==> src/hw/rtl/iaid_pkg.sv <==
// Shared constants, codes and structs for the indexed array insert/delete unit
`timescale 1ns / 1ps
`default_nettype none
package iaid_pkg;

    localparam int CAPACITY = 64;
    localparam int DATA_W   = 32;
    localparam int ADDR_W   = $clog2(CAPACITY);
    localparam int CNT_W    = $clog2(CAPACITY + 1);
    localparam int SUM_W    = CNT_W + 1;
    localparam int OP_W     = 3;
    localparam int ST_W     = 2;

    // operation codes
    localparam logic [OP_W-1:0] OP_INSERT     = 3'd0;
    localparam logic [OP_W-1:0] OP_DELETE     = 3'd1;
    localparam logic [OP_W-1:0] OP_DROP_EVEN  = 3'd2;
    localparam logic [OP_W-1:0] OP_EXPAND_ODD = 3'd3;
    localparam logic [OP_W-1:0] OP_READ       = 3'd4;

    // status codes
    localparam logic [ST_W-1:0] ST_OK    = 2'd0;
    localparam logic [ST_W-1:0] ST_RANGE = 2'd1;
    localparam logic [ST_W-1:0] ST_FULL  = 2'd2;

    // memory port request from the sequencer
    typedef struct packed {
        logic              we;
        logic [ADDR_W-1:0] waddr;
        logic [DATA_W-1:0] wdata;
        logic [ADDR_W-1:0] raddr;
    } mem_req_t;

    // finished transaction handed to the output register
    typedef struct packed {
        logic                     done;
        logic signed [DATA_W-1:0] read_value;
        logic [CNT_W-1:0]         list_length;
        logic [ST_W-1:0]          status;
    } result_t;

endpackage
`default_nettype wire

==> src/hw/rtl/iaid_chan_if.sv <==
// Valid/ready channel interfaces for requests and responses
`timescale 1ns / 1ps
`default_nettype none
interface iaid_req_if
    import iaid_pkg::*;
    ();
    logic                     valid;
    logic                     ready;
    logic [OP_W-1:0]          op;
    logic [CNT_W-1:0]         position;
    logic signed [DATA_W-1:0] value;

    modport source (output valid, output op, output position, output value, input ready);
    modport sink   (input valid, input op, input position, input value, output ready);
endinterface

interface iaid_rsp_if
    import iaid_pkg::*;
    ();
    logic                     valid;
    logic                     ready;
    logic signed [DATA_W-1:0] read_value;
    logic [CNT_W-1:0]         list_length;
    logic [ST_W-1:0]          status;

    modport source (output valid, output read_value, output list_length, output status,
                    input ready);
    modport sink   (input valid, input read_value, input list_length, input status,
                    output ready);
endinterface
`default_nettype wire

==> src/hw/rtl/iaid_seq.sv <==
// Sequencer: walks the list one entry at a time through the shared memory port
`timescale 1ns / 1ps
`default_nettype none
module iaid_seq
    import iaid_pkg::*;
(
    input  wire logic                     clk,
    input  wire logic                     rst_n,
    input  wire logic                     req_valid,
    output logic                          req_ready,
    input  wire logic [OP_W-1:0]          req_op,
    input  wire logic [CNT_W-1:0]         req_position,
    input  wire logic signed [DATA_W-1:0] req_value,
    input  wire logic                     out_free,
    input  wire logic [DATA_W-1:0]        mem_rdata,
    output mem_req_t                      mem_req,
    output result_t                       result
);

    localparam logic [CNT_W-1:0] CAP_CNT = CNT_W'(CAPACITY);
    localparam logic [SUM_W-1:0] CAP_SUM = SUM_W'(CAPACITY);

    typedef enum logic [7:0] {
        S_IDLE  = 8'b0000_0001,
        S_START = 8'b0000_0010,
        S_RD    = 8'b0000_0100,
        S_WR    = 8'b0000_1000,
        S_ZERO  = 8'b0001_0000,
        S_CHK   = 8'b0010_0000,
        S_PUT   = 8'b0100_0000,
        S_DONE  = 8'b1000_0000
    } state_t;

    state_t            state_reg, state_next;
    logic [OP_W-1:0]   op_reg, op_next;
    logic [CNT_W-1:0]  pos_reg, pos_next;
    logic [DATA_W-1:0] val_reg, val_next;
    logic [CNT_W-1:0]  count_reg, count_next;
    logic [CNT_W-1:0]  idx_reg, idx_next;
    logic [SUM_W-1:0]  w_reg, w_next;
    logic              phase_reg, phase_next;
    logic [ST_W-1:0]   status_reg, status_next;
    logic [DATA_W-1:0] rdval_reg, rdval_next;
    logic [DATA_W-1:0] hold_reg, hold_next;

    logic [SUM_W-1:0]  idx_inc;
    logic [SUM_W-1:0]  w_dec;
    logic [SUM_W-1:0]  sum;

    // shared index arithmetic
    assign idx_inc = {1'b0, idx_reg} + SUM_W'(1);
    assign w_dec   = w_reg - SUM_W'(1);
    assign sum     = {1'b0, count_reg} + w_reg;

    assign req_ready = (state_reg == S_IDLE);

    // next-state and datapath control
    always_comb
    begin
        state_next  = state_reg;
        op_next     = op_reg;
        pos_next    = pos_reg;
        val_next    = val_reg;
        count_next  = count_reg;
        idx_next    = idx_reg;
        w_next      = w_reg;
        phase_next  = phase_reg;
        status_next = status_reg;
        rdval_next  = rdval_reg;
        hold_next   = hold_reg;

        mem_req.we    = 1'b0;
        mem_req.waddr = idx_reg[ADDR_W-1:0];
        mem_req.wdata = mem_rdata;
        mem_req.raddr = idx_reg[ADDR_W-1:0];

        result.done        = 1'b0;
        result.read_value  = rdval_reg;
        result.list_length = count_reg;
        result.status      = status_reg;

        unique case (state_reg)
            S_IDLE:
            begin
                if (req_valid)
                begin
                    op_next     = req_op;
                    pos_next    = req_position;
                    val_next    = req_value;
                    status_next = ST_OK;
                    rdval_next  = '0;
                    state_next  = S_START;
                end
            end

            S_START:
            begin
                case (op_reg)
                    OP_INSERT:
                    begin
                        if (pos_reg > count_reg)
                        begin
                            status_next = ST_RANGE;
                            state_next  = S_DONE;
                        end
                        else if (count_reg >= CAP_CNT)
                        begin
                            status_next = ST_FULL;
                            state_next  = S_DONE;
                        end
                        else if (pos_reg == count_reg)
                        begin
                            state_next = S_PUT;
                        end
                        else
                        begin
                            idx_next   = count_reg - CNT_W'(1);
                            state_next = S_RD;
                        end
                    end
                    OP_DELETE:
                    begin
                        if (pos_reg >= count_reg)
                        begin
                            status_next = ST_RANGE;
                            state_next  = S_DONE;
                        end
                        else if ({1'b0, pos_reg} + SUM_W'(1) >= {1'b0, count_reg})
                        begin
                            state_next = S_PUT;
                        end
                        else
                        begin
                            idx_next   = pos_reg + CNT_W'(1);
                            state_next = S_RD;
                        end
                    end
                    OP_DROP_EVEN:
                    begin
                        idx_next   = '0;
                        w_next     = '0;
                        state_next = (count_reg == '0) ? S_PUT : S_RD;
                    end
                    OP_EXPAND_ODD:
                    begin
                        idx_next   = '0;
                        w_next     = '0;
                        phase_next = 1'b0;
                        state_next = (count_reg == '0) ? S_DONE : S_RD;
                    end
                    OP_READ:
                    begin
                        if (pos_reg >= count_reg)
                        begin
                            status_next = ST_RANGE;
                            state_next  = S_DONE;
                        end
                        else
                        begin
                            idx_next   = pos_reg;
                            state_next = S_RD;
                        end
                    end
                    default:
                    begin
                        state_next = S_DONE;
                    end
                endcase
            end

            // read data shows up in the following cycle
            S_RD:
            begin
                state_next = S_WR;
            end

            S_WR:
            begin
                case (op_reg)
                    OP_INSERT:
                    begin
                        // move entry up by one
                        mem_req.we    = 1'b1;
                        mem_req.waddr = idx_inc[ADDR_W-1:0];
                        if (idx_reg == pos_reg)
                        begin
                            state_next = S_PUT;
                        end
                        else
                        begin
                            idx_next   = idx_reg - CNT_W'(1);
                            state_next = S_RD;
                        end
                    end
                    OP_DELETE:
                    begin
                        // move entry down by one
                        mem_req.we    = 1'b1;
                        mem_req.waddr = idx_reg[ADDR_W-1:0] - ADDR_W'(1);
                        if (idx_inc >= {1'b0, count_reg})
                        begin
                            state_next = S_PUT;
                        end
                        else
                        begin
                            idx_next   = idx_inc[CNT_W-1:0];
                            state_next = S_RD;
                        end
                    end
                    OP_DROP_EVEN:
                    begin
                        // keep odd entries packed at the write pointer
                        if (mem_rdata[0])
                        begin
                            mem_req.we    = 1'b1;
                            mem_req.waddr = w_reg[ADDR_W-1:0];
                            w_next        = w_reg + SUM_W'(1);
                        end
                        if (idx_inc == {1'b0, count_reg})
                        begin
                            state_next = S_PUT;
                        end
                        else
                        begin
                            idx_next   = idx_inc[CNT_W-1:0];
                            state_next = S_RD;
                        end
                    end
                    OP_EXPAND_ODD:
                    begin
                        if (!phase_reg)
                        begin
                            // counting pass
                            if (mem_rdata[0])
                            begin
                                w_next = w_reg + SUM_W'(1);
                            end
                            if (idx_inc == {1'b0, count_reg})
                            begin
                                state_next = S_CHK;
                            end
                            else
                            begin
                                idx_next   = idx_inc[CNT_W-1:0];
                                state_next = S_RD;
                            end
                        end
                        else
                        begin
                            // spreading pass, top down
                            hold_next     = mem_rdata;
                            mem_req.we    = 1'b1;
                            mem_req.waddr = w_dec[ADDR_W-1:0];
                            w_next        = w_dec;
                            if (mem_rdata[0])
                            begin
                                mem_req.wdata = '0;
                                state_next    = S_ZERO;
                            end
                            else if (idx_reg == '0)
                            begin
                                state_next = S_DONE;
                            end
                            else
                            begin
                                idx_next   = idx_reg - CNT_W'(1);
                                state_next = S_RD;
                            end
                        end
                    end
                    OP_READ:
                    begin
                        rdval_next = mem_rdata;
                        state_next = S_DONE;
                    end
                    default:
                    begin
                        state_next = S_DONE;
                    end
                endcase
            end

            // odd entry lands below its inserted zero
            S_ZERO:
            begin
                mem_req.we    = 1'b1;
                mem_req.waddr = w_dec[ADDR_W-1:0];
                mem_req.wdata = hold_reg;
                w_next        = w_dec;
                if (idx_reg == '0)
                begin
                    state_next = S_DONE;
                end
                else
                begin
                    idx_next   = idx_reg - CNT_W'(1);
                    state_next = S_RD;
                end
            end

            // capacity check before the spreading pass
            S_CHK:
            begin
                if (sum > CAP_SUM)
                begin
                    status_next = ST_FULL;
                    state_next  = S_DONE;
                end
                else
                begin
                    w_next     = sum;
                    count_next = sum[CNT_W-1:0];
                    idx_next   = count_reg - CNT_W'(1);
                    phase_next = 1'b1;
                    state_next = S_RD;
                end
            end

            // final length update, plus the write of an inserted value
            S_PUT:
            begin
                case (op_reg)
                    OP_INSERT:
                    begin
                        mem_req.we    = 1'b1;
                        mem_req.waddr = pos_reg[ADDR_W-1:0];
                        mem_req.wdata = val_reg;
                        count_next    = count_reg + CNT_W'(1);
                    end
                    OP_DELETE:
                    begin
                        count_next = count_reg - CNT_W'(1);
                    end
                    OP_DROP_EVEN:
                    begin
                        count_next = w_reg[CNT_W-1:0];
                    end
                    default:
                    begin
                        count_next = count_reg;
                    end
                endcase
                state_next = S_DONE;
            end

            S_DONE:
            begin
                if (out_free)
                begin
                    result.done = 1'b1;
                    state_next  = S_IDLE;
                end
            end

            default:
            begin
                state_next = S_IDLE;
            end
        endcase
    end

    // control state
    always_ff @(posedge clk or negedge rst_n)
    begin
        if (!rst_n)
        begin
            state_reg <= S_IDLE;
            count_reg <= '0;
        end
        else
        begin
            state_reg <= state_next;
            count_reg <= count_next;
        end
    end

    // working registers
    always_ff @(posedge clk)
    begin
        op_reg     <= op_next;
        pos_reg    <= pos_next;
        val_reg    <= val_next;
        idx_reg    <= idx_next;
        w_reg      <= w_next;
        phase_reg  <= phase_next;
        status_reg <= status_next;
        rdval_reg  <= rdval_next;
        hold_reg   <= hold_next;
    end

    // length never passes capacity
    a_count_cap: assert property (@(posedge clk) disable iff (!rst_n)
        count_reg <= CAP_CNT)
        else $error("list length above capacity");

    // length moves only on the final update or the expansion check
    a_count_hold: assert property (@(posedge clk) disable iff (!rst_n)
        (state_reg != S_PUT && state_reg != S_CHK) |=> $stable(count_reg))
        else $error("list length changed outside its update states");

    // spreading writes never go below the entry being read
    a_spread_order: assert property (@(posedge clk) disable iff (!rst_n)
        (state_reg == S_WR && op_reg == OP_EXPAND_ODD && phase_reg)
            |-> (w_reg > {1'b0, idx_reg}))
        else $error("expansion write would clobber unread entry");

    // a result leaves only when the output register can take it
    a_done_free: assert property (@(posedge clk) disable iff (!rst_n)
        result.done |-> (out_free && state_reg == S_DONE))
        else $error("result issued without room");

endmodule
`default_nettype wire

==> src/hw/rtl/indexed_array_insert_delete_unit.sv <==
// Top level: element memory, sequencer and response register
//
//  channel | modport     | payload                              | accepted when
//  req     | iaid sink   | op, position, value                  | req.valid && req.ready
//  rsp     | iaid source | read_value, list_length, status      | rsp.valid && rsp.ready
//
// A transaction holds the unit while it moves or scans entries one at a time
// (one memory read per entry, then up to two writes), with setup and wrap-up states around
// that; expand-odd makes a counting pass, then a spreading pass top down.
// The element memory has one write port and one registered read port.
// Reset clears the length and the control state; the memory is not cleared.
// req.ready is high only while the sequencer is idle; a response waiting on a
// stalled rsp channel does not block the next request from being taken.
`timescale 1ns / 1ps
`default_nettype none
module indexed_array_insert_delete_unit
    import iaid_pkg::*;
(
    input  wire logic clk,
    input  wire logic rst_n,
    iaid_req_if.sink  req,
    iaid_rsp_if.source rsp
);

    mem_req_t          mem_req;
    result_t           result;
    logic              out_free;
    logic [DATA_W-1:0] mem_array [CAPACITY];
    logic [DATA_W-1:0] mem_rdata_reg;

    logic                     rsp_valid_reg;
    logic signed [DATA_W-1:0] rsp_value_reg;
    logic [CNT_W-1:0]         rsp_length_reg;
    logic [ST_W-1:0]          rsp_status_reg;

    assign out_free = !rsp_valid_reg || rsp.ready;

    iaid_seq u_seq (
        .clk          (clk),
        .rst_n        (rst_n),
        .req_valid    (req.valid),
        .req_ready    (req.ready),
        .req_op       (req.op),
        .req_position (req.position),
        .req_value    (req.value),
        .out_free     (out_free),
        .mem_rdata    (mem_rdata_reg),
        .mem_req      (mem_req),
        .result       (result)
    );

    // element memory, one write and one registered read per cycle
    always_ff @(posedge clk)
    begin
        if (mem_req.we)
        begin
            mem_array[mem_req.waddr] <= mem_req.wdata;
        end
        mem_rdata_reg <= mem_array[mem_req.raddr];
    end

    // response valid
    always_ff @(posedge clk or negedge rst_n)
    begin
        if (!rst_n)
        begin
            rsp_valid_reg <= 1'b0;
        end
        else if (result.done)
        begin
            rsp_valid_reg <= 1'b1;
        end
        else if (rsp.ready)
        begin
            rsp_valid_reg <= 1'b0;
        end
    end

    // response payload
    always_ff @(posedge clk)
    begin
        if (result.done)
        begin
            rsp_value_reg  <= result.read_value;
            rsp_length_reg <= result.list_length;
            rsp_status_reg <= result.status;
        end
    end

    assign rsp.valid       = rsp_valid_reg;
    assign rsp.read_value  = rsp_value_reg;
    assign rsp.list_length = rsp_length_reg;
    assign rsp.status      = rsp_status_reg;

endmodule
`default_nettype wire

==> src/flat_wrapper.sv <==
// flat-port wrapper written by rule: the top's interface ports become plain ports
module indexed_array_insert_delete_unit_flat import iaid_pkg::*;
  (clk, rst_n, req_valid, req_op, req_position, req_value, req_ready, rsp_valid, rsp_read_value, rsp_list_length, rsp_status, rsp_ready);
  iaid_req_if req_i ();
  iaid_rsp_if rsp_i ();
  input  wire logic clk;
  input  wire logic rst_n;
  input wire logic [$bits(req_i.valid)-1:0] req_valid;
  input wire logic [$bits(req_i.op)-1:0] req_op;
  input wire logic [$bits(req_i.position)-1:0] req_position;
  input wire logic [$bits(req_i.value)-1:0] req_value;
  output wire logic [$bits(req_i.ready)-1:0] req_ready;
  output wire logic [$bits(rsp_i.valid)-1:0] rsp_valid;
  output wire logic [$bits(rsp_i.read_value)-1:0] rsp_read_value;
  output wire logic [$bits(rsp_i.list_length)-1:0] rsp_list_length;
  output wire logic [$bits(rsp_i.status)-1:0] rsp_status;
  input wire logic [$bits(rsp_i.ready)-1:0] rsp_ready;
  assign req_i.valid = req_valid;
  assign req_i.op = req_op;
  assign req_i.position = req_position;
  assign req_i.value = req_value;
  assign req_ready = req_i.ready;
  assign rsp_valid = rsp_i.valid;
  assign rsp_read_value = rsp_i.read_value;
  assign rsp_list_length = rsp_i.list_length;
  assign rsp_status = rsp_i.status;
  assign rsp_i.ready = rsp_ready;
  indexed_array_insert_delete_unit u_core (.clk(clk), .rst_n(rst_n), .req(req_i), .rsp(rsp_i));
endmodule
==> config.mk <==
export PLATFORM = sky130hd
export DESIGN_NAME = indexed_array_insert_delete_unit_flat
export DESIGN_NICKNAME = d
export VERILOG_FILES = /design/src/hw/rtl/iaid_pkg.sv /design/src/hw/rtl/iaid_chan_if.sv /design/src/hw/rtl/iaid_seq.sv /design/src/hw/rtl/indexed_array_insert_delete_unit.sv /design/src/flat_wrapper.sv
export SDC_FILE = /design/constraint.sdc
export NUM_CORES = 2
export LEC_CHECK = 0
export BUFFER_PORTS_ARGS = -buffer_cell sky130_fd_sc_hd__clkbuf_2
export CAP_MARGIN = 20
export CORE_ASPECT_RATIO = 1.4
export CORE_MARGIN = 2
export CORE_UTILIZATION = 37
export DETAILED_ROUTE_END_ITERATION = 7
export PLACE_DENSITY_LB_ADDON = 0.05
export SYNTH_ARGS = -nofsm -noshare
export SYNTH_HDL_FRONTEND = slang
export SYNTH_SLANG_ARGS = --single-unit
==> constraint.sdc <==
create_clock -name clk -period 6.97 [get_ports clk]
set_input_delay 1.394 -clock clk [delete_from_list [all_inputs] [get_ports clk]]
set_output_delay 1.394 -clock clk [all_outputs]
set_load 0.03 [all_outputs]
==> results.json <==
{
  "numCtsBuffers": 231,
  "timing.fmax_ghz": 0.1831,
  "leakagePower_nw": 31.59,
  "grt_max_degree": 117,
  "die_x_microns": 417.5,
  "port_buffers": 88,
  "synthAdderAreaFrac_pct": 0.5312,
  "via_per_inst": 5.594,
  "synth_top_family_by_area": "multiplexers",
  "cts.sinks": 2261,
  "synth.avg_cell_area_sq_um": 22.19,
  "tightest_slew_ps": 1167,
  "post_cts_buffers": 0,
  "clockBufferDepth": 4,
  "grt.total_usage_pct": 22.41,
  "final_max_slew_viol_count": 0,
  "synth.area.mux_share_pct": 17.12,
  "tns_ps": 0,
  "maxCapViolations": 0,
  "synth.most_common_cell": "edfxtp_1",
  "power_density_nw_per_um2": 353.1,
  "synth_compound_area_share_pct": 1.968,
  "synth.area.top_cells": "edfxtp_1 (75%), mux4_2 (17%), dfxtp_1 (0.72%)",
  "gp_congestion": 0.8702,
  "critPathKind": "reg2reg",
  "first_pass_iters": 8,
  "ant_nets": 0,
  "largest_reg_flops": 2048,
  "syn_nets": 4074,
  "cts.repair.resized": 0,
  "die_h_microns": 582.9,
  "io_pins": 89,
  "routed.top_layer": "met5",
  "power_mw": 35.84,
  "finalWirelength_microns": 272600,
  "synth_area_leader_cell": "edfxtp_1",
  "grt_pass1_vias": 44541,
  "m1WireLength_microns": 109500,
  "yosysSeqAreaShare_pct": 76.21,
  "fin_crit_sh_pct": 78.37,
  "synth_xor_area_share_pct": 0.5044,
  "clk_pin_slew_ps": 60,
  "finalClockSkew_ps": 65.18,
  "status": "finished, final reports clean",
  "hold_buffers": 0,
  "syn_inst": 3991,
  "area_growth_pct": 14.61,
  "relSlewSlack_pct": 22.02,
  "finalSetupViolCount": 0,
  "startpoint_type": "flip-flop",
  "regMostFlops": "u_core.mem_array",
  "rsz0062_at_grt": "no",
  "core_area_sq_um": 238200,
  "finalHoldViolCount": 0,
  "antenna_found_initial": 7,
  "grt_pass1_wl_microns": 376900,
  "die-area_sq_um": 243300,
  "drive_above_1_share_pct": 31.00,
  "insertion_delay_ps": 900,
  "cts-root-buf": "clkbuf_16",
  "synth_edf_count": 2213,
  "met3_length_microns": 10750,
  "post-route-util_pct": 42.61,
  "ir_drop_uv": 218.4,
  "async_flop_share_pct": 0.7077,
  "yosys_warnings": 0,
  "cp_max_fo": 38,
  "initial_core_util_pct": 37.18,
  "wl_met2_microns": 145000,
  "grt_overflow": 0,
  "synth_common_cells": "edfxtp_1 (2213), mux4_2 (661), nand2_1 (128)",
  "synth_area_sq_um": 88560,
  "rows": 212,
  "nNetsFinal": 4337,
  "startpoint": "u_core.u_seq.idx_reg[1]",
  "cts_tree": "built",
  "synth_cell_types": 84,
  "synth-simple-area-share_pct": 2.549,
  "min-delay-start": "u_core.u_seq.rdval_reg[8]",
  "synth_flop_cell": "edfxtp_1",
  "via_count": 42238,
  "end_kind": "flip-flop",
  "rrSetupSlack_ps": 1510,
  "cts_max_level": 4,
  "wl_per_cell_microns": 36.10,
  "ys_seq_elements": 2261,
  "drc_errors": 0,
  "cp.required_ps": 7530,
  "dp_hpwl_microns": 162500,
  "r2r_start": "u_core.u_seq.idx_reg[1]",
  "drt_iter0_markers": 3588,
  "post-route-min-period_ps": 5462,
  "worstPathArrival_ps": 6020,
  "min_path_type": "reg2reg",
  "netlist.area_leader.share_pct": 75.03
}
## cells in the final DEF (no fill, tap or decap), types with 10 or more instances in the layout
cell type	synthesis	routed
edfxtp_1	2213	2213
mux4_2	661	661
clkbuf_16	0	232
buf_4	2	139
nand2_1	128	97
clkbuf_2	1	88
nor2_4	1	66
nor2_1	123	58
clkinv_1	1	54
clkinv_2	0	48
a21oi_1	46	46
o21ai_0	45	44
clkbuf_1	126	42
and2_1	41	40
a22oi_1	36	36
ha_1	36	36
nand3_1	33	33
dfxtp_1	32	32
nor3_1	32	31
xnor2_1	29	29
nand2_2	0	28
buf_12	0	27
inv_1	22	22
xor2_1	22	22
bufinv_16	0	20
mux2i_1	17	17
dfrtp_1	15	15
a211oi_1	13	13
o22ai_1	13	13
or3_1	12	12
and3_1	12	11
nand2b_1	12	10
nor2b_1	11	10
clkinvlp_4	0	10
## path summary, 6_finish.rpt
check / end / cells past startpoint
min in group asynchronous: u_core.u_seq.state_reg[4] / 1
hold reg to reg: u_core.rsp.read_value[8] / 0
setup reg to reg: u_core.mem_array[10][17] / 9
hold / removal: u_core.rsp.read_value[8] / 0
setup / recovery: u_core.mem_array[10][17] / 9
max in group asynchronous: u_core.u_seq.state_reg[0] / 1
## layer usage
metal  up-vias  track usage [%]
met5         -                0
met4         4            5.802
met3       353            2.720
met2      1028            40.30
met1     23401            28.67
li1      17452                -
## critical path, stage by stage (launching register included)
cell,delay (ps)
edfxtp_1,470
buf_4,520
and4_1,410
nand2_1,140
mux2i_1,240
nand4_1,190
a311oi_1,940
nand2b_2,750
nor2_4,1120
buf_4,330
## area by class of cell
type | instances | area [sq um]
Multi-Input combinational cell | 1481 | 20690
Timing Repair Buffer | 255 | 2052
Tap cell | 3103 | 3882
Clock buffer | 282 | 6073
Clock inverter | 139 | 1202
Antenna cell | 6 | 15.01
Inverter | 24 | 90.09
Sequential cell | 2261 | 67500
Fill cell | 20630 | 136700
## kinds of logic (layout without fill, tap and decap cells)
logic type      Yosys count  in the layout
simple gates            458            458
mux                     687            687
compound gates          248            248
buf+inv                 249            700
xor+xnor                 51             51
flops                  2261           2261
other cells               0              6
fa+ha+maj                37             37
## power by group
part	internal [mW]	total [mW]	switching (mW)
Clock	6.90	12.2	5.34
Sequential	17.0	17.3	0.362
Combinational	1.84	6.27	4.42
Total	25.7	35.8	10.1
## stage by stage
step	setup WS (ps)	instances	hold slack, ps	cell area (sq um)
finish	1508	7551	417.3	101500
detailed placement	1593	7123	404.5	94180
CTS	1560	7544	417.2	101500
floorplan	2155	3991	400.3	88560
global placement	1462	7118	403.3	94080
global route	1378	7548	422.9	101500
No activity file was read; power rests on OpenSTA's default activity.
